[config.mk]
export PLATFORM = sky130hd
export DESIGN_NAME = iterative_quicksort
export DESIGN_NICKNAME = d
export VERILOG_FILES = /design/src/rtl/core/iqs_pkg.sv /design/src/rtl/core/iqs_store.sv /design/src/rtl/core/iterative_quicksort.sv
export SDC_FILE = /design/constraint.sdc
export NUM_CORES = 2
export LEC_CHECK = 0
export ABC_AREA = 0
export BUFFER_PORTS_ARGS = -buffer_cell sky130_fd_sc_hd__buf_2
export CAP_MARGIN = 20
export CORE_MARGIN = 3
export CORE_UTILIZATION = 36
export CTS_BUF_LIST = sky130_fd_sc_hd__clkbuf_4 sky130_fd_sc_hd__clkbuf_8
export CTS_CLUSTER_SIZE = 12
export DETAILED_ROUTE_END_ITERATION = 6
export PLACE_DENSITY = 0.6
export REMOVE_ABC_BUFFERS = 1
export SLEW_MARGIN = 20
export SYNTH_ARGS = -nofsm -noshare
export SYNTH_HDL_FRONTEND = slang
export SYNTH_SLANG_ARGS = --single-unit
[constraint.sdc]
create_clock -name i_clk -period 12.87 [get_ports i_clk]
set_clock_uncertainty 0.2 [all_clocks]
set_input_delay 0.6435 -clock i_clk [delete_from_list [all_inputs] [get_ports i_clk]]
set_output_delay 0.6435 -clock i_clk [all_outputs]
set_load 0.1 [all_outputs]
[src/rtl/core/iqs_pkg.sv]
// Shared constants for the iterative quicksort block.
// No dependencies; used by iqs_store, iterative_quicksort, iqs_sort_checker and the testbench.
package iqs_pkg;

    // Width of one list element, two's complement.
    localparam int WORD_W = 32;

    // Default capacity of the element store.
    localparam int DEF_MAX_ELEMENTS = 32;

    // Default depth of the range-bound stack.
    localparam int DEF_STACK_DEPTH = 64;

endpackage

[src/rtl/core/iqs_store.sv]
// Element store of the iterative quicksort: one write port, one registered read port.
// Depends on iqs_pkg for the word width and the default depth.
module iqs_store #(
    parameter int DEPTH = iqs_pkg::DEF_MAX_ELEMENTS,
    parameter int AW    = $clog2(DEPTH)
) (
    input  logic                           i_clk,
    input  logic                           i_rst_n,
    input  logic                           i_we,
    input  logic [AW-1:0]                  i_waddr,
    input  logic [iqs_pkg::WORD_W-1:0]     i_wdata,
    input  logic [AW-1:0]                  i_raddr,
    output logic [iqs_pkg::WORD_W-1:0]     o_rdata
);

    logic [iqs_pkg::WORD_W-1:0] r_mem [DEPTH];
    logic [iqs_pkg::WORD_W-1:0] r_q;
    logic [iqs_pkg::WORD_W-1:0] r_fwd_data;
    logic                       r_fwd_hit;

    // Storage array with a synchronous read.
    always_ff @(posedge i_clk) begin
        if (i_we) begin
            r_mem[i_waddr] <= i_wdata;
        end
        r_q        <= r_mem[i_raddr];
        r_fwd_data <= i_wdata;
    end

    // A read that hits the entry written in the same cycle sees the new data.
    always_ff @(posedge i_clk) begin
        if (!i_rst_n) begin
            r_fwd_hit <= 1'b0;
        end else begin
            r_fwd_hit <= i_we && (i_waddr == i_raddr);
        end
    end

    assign o_rdata = r_fwd_hit ? r_fwd_data : r_q;

endmodule

[src/rtl/core/iterative_quicksort.sv]
// Iterative quicksort: top level with the sort sequencer and the range-bound stack.
// Depends on iqs_pkg and iqs_store.
//
// The block takes one signed value per request until a request marked last_in, holding up to
// MAX_ELEMENTS values; further values are discarded and every result of that list then shows
// dropped. It sorts the list ascending in place and returns one result per stored value, the
// final one marked last_out. Loading accepts one value per cycle. Sorting is bound by the single
// read port of the element store: the partition scans read one element per compare, and each
// popped range also passes through stack pops, pivot fetch and pushes. Each result is read from
// the store and then captured into the output register; the read waits while that register is
// full and stalled. While a list is sorted or emitted, o_stall stays high; a new list may load
// while the final result is still waiting in the output register. No clearing pass follows reset.
module iterative_quicksort #(
    parameter int MAX_ELEMENTS = iqs_pkg::DEF_MAX_ELEMENTS,
    parameter int STACK_DEPTH  = iqs_pkg::DEF_STACK_DEPTH
) (
    input  logic                              i_clk,
    input  logic                              i_rst_n,
    input  logic                              i_valid,
    output logic                              o_stall,
    input  logic signed [iqs_pkg::WORD_W-1:0] i_value,
    input  logic                              i_last_in,
    output logic                              o_valid,
    input  logic                              i_stall,
    output logic signed [iqs_pkg::WORD_W-1:0] o_sorted_value,
    output logic                              o_last_out,
    output logic                              o_dropped
);

    localparam int IW = $clog2(MAX_ELEMENTS);
    localparam int CW = $clog2(MAX_ELEMENTS + 1);
    localparam int EW = CW + 1;
    localparam int SW = $clog2(STACK_DEPTH);
    localparam int PW = $clog2(STACK_DEPTH + 1);

    typedef enum logic [12:0] {
        S_LOAD     = 13'b0000000000001,
        S_PUSH_A   = 13'b0000000000010,
        S_PUSH_B   = 13'b0000000000100,
        S_PUSH_C   = 13'b0000000001000,
        S_PUSH_D   = 13'b0000000010000,
        S_POP_HI   = 13'b0000000100000,
        S_POP_LO   = 13'b0000001000000,
        S_FETCH    = 13'b0000010000000,
        S_PIV_WAIT = 13'b0000100000000,
        S_SCAN_R   = 13'b0001000000000,
        S_SCAN_L   = 13'b0010000000000,
        S_EMIT_RD  = 13'b0100000000000,
        S_EMIT_CAP = 13'b1000000000000
    } t_state;

    t_state r_state, n_state;

    logic [CW-1:0] r_count, n_count;
    logic          r_ovf, n_ovf;
    logic [PW-1:0] r_sp, n_sp;
    logic [IW-1:0] r_lo, n_lo;
    logic [IW-1:0] r_hi, n_hi;
    logic [CW-1:0] r_loc, n_loc;
    logic [IW-1:0] r_piv, n_piv;
    logic [IW-1:0] r_left, n_left;
    logic [IW-1:0] r_right, n_right;
    logic [IW-1:0] r_emit_idx, n_emit_idx;
    logic signed [iqs_pkg::WORD_W-1:0] r_pivot, n_pivot;

    logic                              r_out_valid;
    logic signed [iqs_pkg::WORD_W-1:0] r_out_value;
    logic                              r_out_last;
    logic                              r_out_drop;

    // Element store controls.
    logic                              st_we;
    logic [IW-1:0]                     st_waddr;
    logic [iqs_pkg::WORD_W-1:0]        st_wdata;
    logic [IW-1:0]                     st_raddr;
    logic [iqs_pkg::WORD_W-1:0]        st_rdata;
    logic signed [iqs_pkg::WORD_W-1:0] st_val;

    // Range stack controls.
    logic [IW-1:0] r_stack [STACK_DEPTH];
    logic [IW-1:0] r_stack_q;
    logic          sk_we;
    logic [IW-1:0] sk_wdata;
    logic [SW-1:0] sk_raddr;
    logic [PW-1:0] sp_dec;
    logic          push_ok;

    logic          in_take;
    logic          out_free;
    logic          emit_last;
    logic [CW-1:0] count_new;
    logic [EW-1:0] lo_x, hi_x, loc_x;
    logic          cond_left, cond_right;
    logic [IW-1:0] right_dec, left_inc;

    iqs_store #(
        .DEPTH (MAX_ELEMENTS),
        .AW    (IW)
    ) u_store (
        .i_clk   (i_clk),
        .i_rst_n (i_rst_n),
        .i_we    (st_we),
        .i_waddr (st_waddr),
        .i_wdata (st_wdata),
        .i_raddr (st_raddr),
        .o_rdata (st_rdata)
    );

    assign st_val = $signed(st_rdata);

    // Handshake and helper terms.
    assign o_stall   = (r_state != S_LOAD);
    assign in_take   = i_valid && (r_state == S_LOAD);
    assign out_free  = !r_out_valid || !i_stall;
    assign emit_last = ((CW'(r_emit_idx) + CW'(1)) == r_count);
    assign count_new = (r_count < CW'(MAX_ELEMENTS)) ? r_count + CW'(1) : r_count;
    assign sp_dec    = r_sp - PW'(1);
    assign push_ok   = (r_sp < PW'(STACK_DEPTH));
    assign lo_x      = EW'(r_lo);
    assign hi_x      = EW'(r_hi);
    assign loc_x     = EW'(r_loc);
    assign cond_left  = (loc_x >= lo_x + EW'(2));
    assign cond_right = (hi_x >= loc_x + EW'(2));
    assign right_dec = r_right - IW'(1);
    assign left_inc  = r_left + IW'(1);

    // Sort sequencer.
    always_comb begin
        n_state    = r_state;
        n_count    = r_count;
        n_ovf      = r_ovf;
        n_sp       = r_sp;
        n_lo       = r_lo;
        n_hi       = r_hi;
        n_loc      = r_loc;
        n_piv      = r_piv;
        n_left     = r_left;
        n_right    = r_right;
        n_emit_idx = r_emit_idx;
        n_pivot    = r_pivot;
        st_we      = 1'b0;
        st_waddr   = r_piv;
        st_wdata   = r_pivot;
        st_raddr   = r_emit_idx;
        sk_we      = 1'b0;
        sk_wdata   = r_lo;
        sk_raddr   = sp_dec[SW-1:0];
        case (r_state)
            S_LOAD: begin
                if (in_take) begin
                    if (r_count < CW'(MAX_ELEMENTS)) begin
                        st_we    = 1'b1;
                        st_waddr = r_count[IW-1:0];
                        st_wdata = i_value;
                    end else begin
                        n_ovf = 1'b1;
                    end
                    n_count = count_new;
                    if (i_last_in) begin
                        // Seed the stack with the whole list as if a pivot sat past its end.
                        n_lo       = '0;
                        n_loc      = count_new;
                        n_hi       = IW'(count_new - CW'(1));
                        n_sp       = '0;
                        n_emit_idx = '0;
                        n_state    = S_PUSH_A;
                    end
                end
            end
            S_PUSH_A: begin
                if (cond_left) begin
                    if (push_ok) begin
                        sk_we    = 1'b1;
                        sk_wdata = r_lo;
                        n_sp     = r_sp + PW'(1);
                    end
                    n_state = S_PUSH_B;
                end else begin
                    n_state = S_PUSH_C;
                end
            end
            S_PUSH_B: begin
                if (push_ok) begin
                    sk_we    = 1'b1;
                    sk_wdata = IW'(r_loc - CW'(1));
                    n_sp     = r_sp + PW'(1);
                end
                n_state = S_PUSH_C;
            end
            S_PUSH_C: begin
                if (cond_right) begin
                    if (push_ok) begin
                        sk_we    = 1'b1;
                        sk_wdata = IW'(r_loc + CW'(1));
                        n_sp     = r_sp + PW'(1);
                    end
                    n_state = S_PUSH_D;
                end else begin
                    n_state = S_POP_HI;
                end
            end
            S_PUSH_D: begin
                if (push_ok) begin
                    sk_we    = 1'b1;
                    sk_wdata = r_hi;
                    n_sp     = r_sp + PW'(1);
                end
                n_state = S_POP_HI;
            end
            S_POP_HI: begin
                // Fewer than two bounds left means the list is sorted.
                if (r_sp < PW'(2)) begin
                    n_sp    = '0;
                    n_state = S_EMIT_RD;
                end else begin
                    n_sp    = sp_dec;
                    n_state = S_POP_LO;
                end
            end
            S_POP_LO: begin
                n_hi    = r_stack_q;
                n_sp    = sp_dec;
                n_state = S_FETCH;
            end
            S_FETCH: begin
                n_lo = r_stack_q;
                if (r_stack_q >= r_hi) begin
                    n_state = S_POP_HI;
                end else begin
                    st_raddr = r_stack_q;
                    n_piv    = r_stack_q;
                    n_left   = r_stack_q;
                    n_right  = r_hi;
                    n_state  = S_PIV_WAIT;
                end
            end
            S_PIV_WAIT: begin
                n_pivot  = st_val;
                st_raddr = r_right;
                n_state  = S_SCAN_R;
            end
            S_SCAN_R: begin
                // The pivot slot is a hole; the pivot value lives in r_pivot until it settles.
                if (r_pivot <= st_val) begin
                    n_right = right_dec;
                    if (right_dec == r_piv) begin
                        st_we    = 1'b1;
                        st_waddr = r_piv;
                        st_wdata = r_pivot;
                        n_loc    = CW'(r_piv);
                        n_state  = S_PUSH_A;
                    end else begin
                        st_raddr = right_dec;
                    end
                end else begin
                    st_we    = 1'b1;
                    st_waddr = r_piv;
                    st_wdata = st_val;
                    n_piv    = r_right;
                    st_raddr = r_left;
                    n_state  = S_SCAN_L;
                end
            end
            S_SCAN_L: begin
                if (st_val <= r_pivot) begin
                    n_left = left_inc;
                    if (left_inc == r_piv) begin
                        st_we    = 1'b1;
                        st_waddr = r_piv;
                        st_wdata = r_pivot;
                        n_loc    = CW'(r_piv);
                        n_state  = S_PUSH_A;
                    end else begin
                        st_raddr = left_inc;
                    end
                end else begin
                    st_we    = 1'b1;
                    st_waddr = r_piv;
                    st_wdata = st_val;
                    n_piv    = r_left;
                    st_raddr = r_right;
                    n_state  = S_SCAN_R;
                end
            end
            S_EMIT_RD: begin
                st_raddr = r_emit_idx;
                if (out_free) begin
                    n_state = S_EMIT_CAP;
                end
            end
            S_EMIT_CAP: begin
                if (emit_last) begin
                    n_count = '0;
                    n_ovf   = 1'b0;
                    n_state = S_LOAD;
                end else begin
                    n_emit_idx = r_emit_idx + IW'(1);
                    n_state    = S_EMIT_RD;
                end
            end
            default: begin
                n_state = S_LOAD;
            end
        endcase
    end

    // Control registers.
    always_ff @(posedge i_clk) begin
        if (!i_rst_n) begin
            r_state <= S_LOAD;
            r_count <= '0;
            r_ovf   <= 1'b0;
            r_sp    <= '0;
        end else begin
            r_state <= n_state;
            r_count <= n_count;
            r_ovf   <= n_ovf;
            r_sp    <= n_sp;
        end
    end

    // Working bounds and the pivot value.
    always_ff @(posedge i_clk) begin
        r_lo       <= n_lo;
        r_hi       <= n_hi;
        r_loc      <= n_loc;
        r_piv      <= n_piv;
        r_left     <= n_left;
        r_right    <= n_right;
        r_emit_idx <= n_emit_idx;
        r_pivot    <= n_pivot;
    end

    // Range-bound stack with a synchronous read.
    always_ff @(posedge i_clk) begin
        if (sk_we) begin
            r_stack[r_sp[SW-1:0]] <= sk_wdata;
        end
        r_stack_q <= r_stack[sk_raddr];
    end

    // Output register.
    always_ff @(posedge i_clk) begin
        if (!i_rst_n) begin
            r_out_valid <= 1'b0;
        end else if (r_state == S_EMIT_CAP) begin
            r_out_valid <= 1'b1;
        end else if (!i_stall) begin
            r_out_valid <= 1'b0;
        end
    end

    always_ff @(posedge i_clk) begin
        if (r_state == S_EMIT_CAP) begin
            r_out_value <= st_val;
            r_out_last  <= emit_last;
            r_out_drop  <= r_ovf;
        end
    end

    assign o_valid        = r_out_valid;
    assign o_sorted_value = r_out_value;
    assign o_last_out     = r_out_last;
    assign o_dropped      = r_out_drop;

    // The element count never passes the store capacity.
    a_count_bound: assert property (@(posedge i_clk) disable iff (!i_rst_n)
        r_count <= CW'(MAX_ELEMENTS))
        else $error("element count beyond capacity");

    // The stack pointer never passes the stack depth.
    a_stack_bound: assert property (@(posedge i_clk) disable iff (!i_rst_n)
        r_sp <= PW'(STACK_DEPTH))
        else $error("stack pointer beyond depth");

    // During a scan the pivot hole sits at one end of the open window.
    a_scan_window: assert property (@(posedge i_clk) disable iff (!i_rst_n)
        (r_state == S_SCAN_R || r_state == S_SCAN_L) |->
            ((r_piv == r_left || r_piv == r_right) && r_left < r_right))
        else $error("scan window broken");

    // Capturing the final result presents it and reopens loading.
    a_last_emit: assert property (@(posedge i_clk) disable iff (!i_rst_n)
        (r_state == S_EMIT_CAP && emit_last) |=>
            (o_valid && o_last_out && r_state == S_LOAD && r_count == '0))
        else $error("final result not presented");

    // A result is captured only into an empty output register.
    a_out_free: assert property (@(posedge i_clk) disable iff (!i_rst_n)
        (r_state == S_EMIT_CAP) |-> !r_out_valid)
        else $error("output register overwritten");

endmodule

==> impl_metrics.env <==
export IMPL_clkLatencyLatePin_ns=0.98
export IMPL_r2r_worst_path_cells=16
export IMPL_stdcell_count=6317
export IMPL_ioPinCount=73
export IMPL_power_leakage_uw=0.0232
export IMPL_cts_sinks=1544
export IMPL_routed_wire_length_um=167000
export IMPL_clkPwrFrac_pct=30.6
export IMPL_grt_first_pass_wirelength_um=243000
export IMPL_fillCellCount=15087
export IMPL_slowest_delay_ns=1.00
export IMPL_antenna_left=0
export IMPL_area_delta_synth_final_pct=13.5
export IMPL_setup_worst_path_end_class="register"
export IMPL_slowest_stage="dfxtp_2"
export IMPL_internal_power_uw=9320
export IMPL_post_route_drc_count=0
export IMPL_postSynthCellCount=3655
export IMPL_cp_cell_sequence="mux2_2 -> ha_1 -> a21oi_1 -> o21ai_1 -> a221o_1 -> o31ai_2 -> a41oi_1 -> buf_4 -> o211a_1 -> o31ai_4 -> buf_4 -> buf_4 -> and3_1 -> a211oi_1 -> o41a_1 -> nor4_1"
export IMPL_rrSetupSlack_ns=5.52
export IMPL_vdd_ir_drop_worst_mv=0.157
export IMPL_synth_async_reset_ratio_pct=0
export IMPL_die_y_extent_um=422
export IMPL_hold_violations=0
export IMPL_globalRoute_totalOverflow=0
export IMPL_seq_power_share_pct=46.5
export IMPL_cts_hold_buffers_added=4
export IMPL_io_buffer_count=72
export IMPL_final_common_cell="edfxtp_1"
export IMPL_synth_flop_cell="edfxtp_1"
export IMPL_data_required_time_of_the_worst_path_ns=13.48
export IMPL_max_cap_viol_count=0
export IMPL_gp_congestion=0.873
export IMPL_synth_warning_count=0
export IMPL_cts_root_buf="clkbuf_8"
export IMPL_place_detailed_hpwl_um=96700
export IMPL_drt_pass1_iter_count=5
export IMPL_p_comb_share_pct=22.9
export IMPL_seq_area_frac_synth_pct=72.9
export IMPL_layout_area_seq_sq_um=45400
export IMPL_synth_ff_latch_count=1544
export IMPL_arrival_ns=7.96
export IMPL_multi_input_comb_area_sq_um=16300
export IMPL_power_switching_uw=4130
export IMPL_period_needed_ns=7.35
export IMPL_timing_critical_path_from_type="register"
export IMPL_drtIter0Drc=3821
export IMPL_grt_start_max_net_pins=102
export IMPL_placement_setup_worst_slack_ns=5.68
export IMPL_regToRegEndpoint="u_store.r_q[3]"
export IMPL_max_clock_path_buffers=3
export IMPL_post_synth_instance_area_sq_um=62200
export IMPL_min_delay_src="i_value[7]"
export IMPL_core_region_area_sq_um=171000
export IMPL_via_per_inst=5.53
export IMPL_switching_share_pct=30.7
export IMPL_total_power_uw=13500
export IMPL_layout_worst_path_cycle_share_pct=57.1
export IMPL_cts_tree="done"
export IMPL_synth_area_per_cell_sq_um=17.0
export IMPL_routed_wire_length_per_instance_um=26.4
export IMPL_tritoncts_num_buffers=232
export IMPL_grt_usage_pct=18.4
export IMPL_min_delay_path_class="input pin to register"
export IMPL_status="finished clean"
export IMPL_timing_hold_worst_path_depth=4
export IMPL_synth_edf_count=1446
export IMPL_starting_utilization_of_the_core_area_pct=36.5
export IMPL_fin_tns_setup_ns=0
export IMPL_min_delay_worst_endpoint="u_store.r_fwd_data[7]"
export IMPL_first_global_vias=35055
export IMPL_holdWs_ns=0.171
export IMPL_fmax_mhz=136
export IMPL_path_max_fanout=101
export IMPL_worstReg2RegStart="u_store.r_fwd_hit"
export IMPL_grt_antenna_before_repair=3
export IMPL_cp_common_cell="buf_4"
export IMPL_cts_resized=0
export IMPL_setup_viol_count_final=0
export IMPL_nets=3911
export IMPL_layout_drive_gt1_share_pct=22.9
export IMPL_synth_cell_types=79
export IMPL_htree_levels=4
export IMPL_grt_setup_unrepaired="false"
export IMPL_floorplan_die_area_sq_um=178000
export IMPL_fin_ws_ns=5.52
export IMPL_worst_setup_hold_path_clk_slew_ns=0.06
export IMPL_max_slew_worst_pin_slew_ns=1.13
export IMPL_critical_path_class="register to register"
export IMPL_dieWidth_um=422
export IMPL_dp_cells=5870
export IMPL_mostFrequentLayoutCells="1,446 x edfxtp_1, 256 x clkbuf_8, 241 x nand2_1"
export IMPL_slew_violations=0
export IMPL_rows=151
export IMPL_detailroute_via_count=34906
export IMPL_relSlewSlack_pct=24.4
export IMPL_power_density_relative_to_cell_area_nw_per_um2=190
export IMPL_cts_post_setup_buffers_inserted=0
-- critical path: cells and delay by family (launching register included) --
kind                       cells  cell delay (ns)
AOI/OAI and AO/OA              9             2.50
muxes                          1             0.46
adders and majority gates      1             0.30
DFF                            1             1.00
buffers and inverters          3             1.99
and+or+nand+nor                2             0.61
-- cell usage after synthesis (9+ instances only) --
cell         n  area share, %
ha_1        61            1.2
a21o_1      13           0.16
buf_1       30           0.18
a32oi_1     32           0.45
nand3b_1    10           0.12
clkbuf_1   167            1.0
o22ai_1     69           0.69
o41a_1      32           0.58
xor2_1      27           0.38
o21ai_0     29           0.23
xnor2_1     24           0.34
inv_1       57           0.34
a22oi_1     12           0.14
nor3b_1     10           0.12
nand2b_1    11           0.11
a31oi_1     38           0.38
and2_1      16           0.16
nand2_1    245            1.5
or3_1        9          0.090
nor2_1     157           0.95
nand4_1     11           0.11
nor2b_1     17           0.17
nand3_1     65           0.52
dfxtp_1     98            3.2
a211oi_1   135            1.6
mux2_2      35           0.63
buf_4       15           0.18
nor4_1      36           0.36
mux4_2     233            8.4
and3_1     205            2.1
a21oi_1     53           0.43
edfxtp_1  1446             70
a211o_1     66           0.93
buf_2       22           0.18
mux2i_1     48           0.77
nor3_1      26           0.21
-- logic make-up (layout without fill, tap and decap cells) --
kind of cell / Yosys count / after routing / share of synthesized area, %
compound gates: 541 / 541 / 6.45
xor+xnor: 52 / 52 / 0.754
fa+ha+maj: 61 / 61 / 1.23
buf+inv: 293 / 658 / 1.93
flops: 1544 / 1544 / 72.9
mux: 316 / 316 / 9.84
other cells: 0 / 2 / 0
simple gates: 848 / 848 / 6.90
-- per-layer routing --
metal  part of all wire (%)  GRT usage (%)
met1                     41           24.8
met2                     48           30.0
met3                    6.8           3.13
met4                    3.6           7.06
met5                      0              0
-- power by group through the flow --
stage	clock network (uW)	registers (uW)	logic, uW
after floorplan	0	6280	2110
after global placement	0	6360	3010
after detailed placement	0	6360	3050
after CTS	4200	6260	3060
after global routing	4440	6260	3310
final	4120	6250	3080
-- metrics by stage --
stage	util [%]	cell area, sq um
2_1_floorplan	-	61300
3_3_place_gp	38.5	65600
3_5_place_dp	38.5	65600
4_1_cts	41.3	70500
5_1_grt	41.4	70600
6_report	41.4	70700
-- registers in the layout, indices dropped and copies added (netlist names), 7 cells and up --
signal	count
r_pivot	32
r_stack	320
u_store.r_q	32
u_store.r_mem	1024
u_store.r_fwd_data	32
r_sp	7
o_sorted_value	32
r_state	13
-- area by class of cell --
cell class | count | area share, %
sequential | 1544 | 64.2
multi-input combinational | 1818 | 23.0
clock buffer | 349 | 5.98
tap | 2295 | 4.06
timing repair buffer | 160 | 1.48
clock inverter | 92 | 0.905
inverter | 57 | 0.303
antenna | 2 | 0.00708
-- worst max path at each step --
stage,from,to,slack [ns],depth (start not counted)
2_1_floorplan,u_store.r_fwd_hit,u_store.r_q[30],-4.31,13
3_3_place_gp,u_store.r_fwd_hit,u_store.r_q[3],5.80,16
3_5_place_dp,u_store.r_fwd_hit,u_store.r_q[21],5.68,15
4_1_cts,u_store.r_fwd_hit,u_store.r_q[3],5.62,16
5_1_grt,u_store.r_fwd_hit,u_store.r_q[23],5.15,16
6_report,u_store.r_fwd_hit,u_store.r_q[3],5.52,16
(Power assumes the default switching activity.)
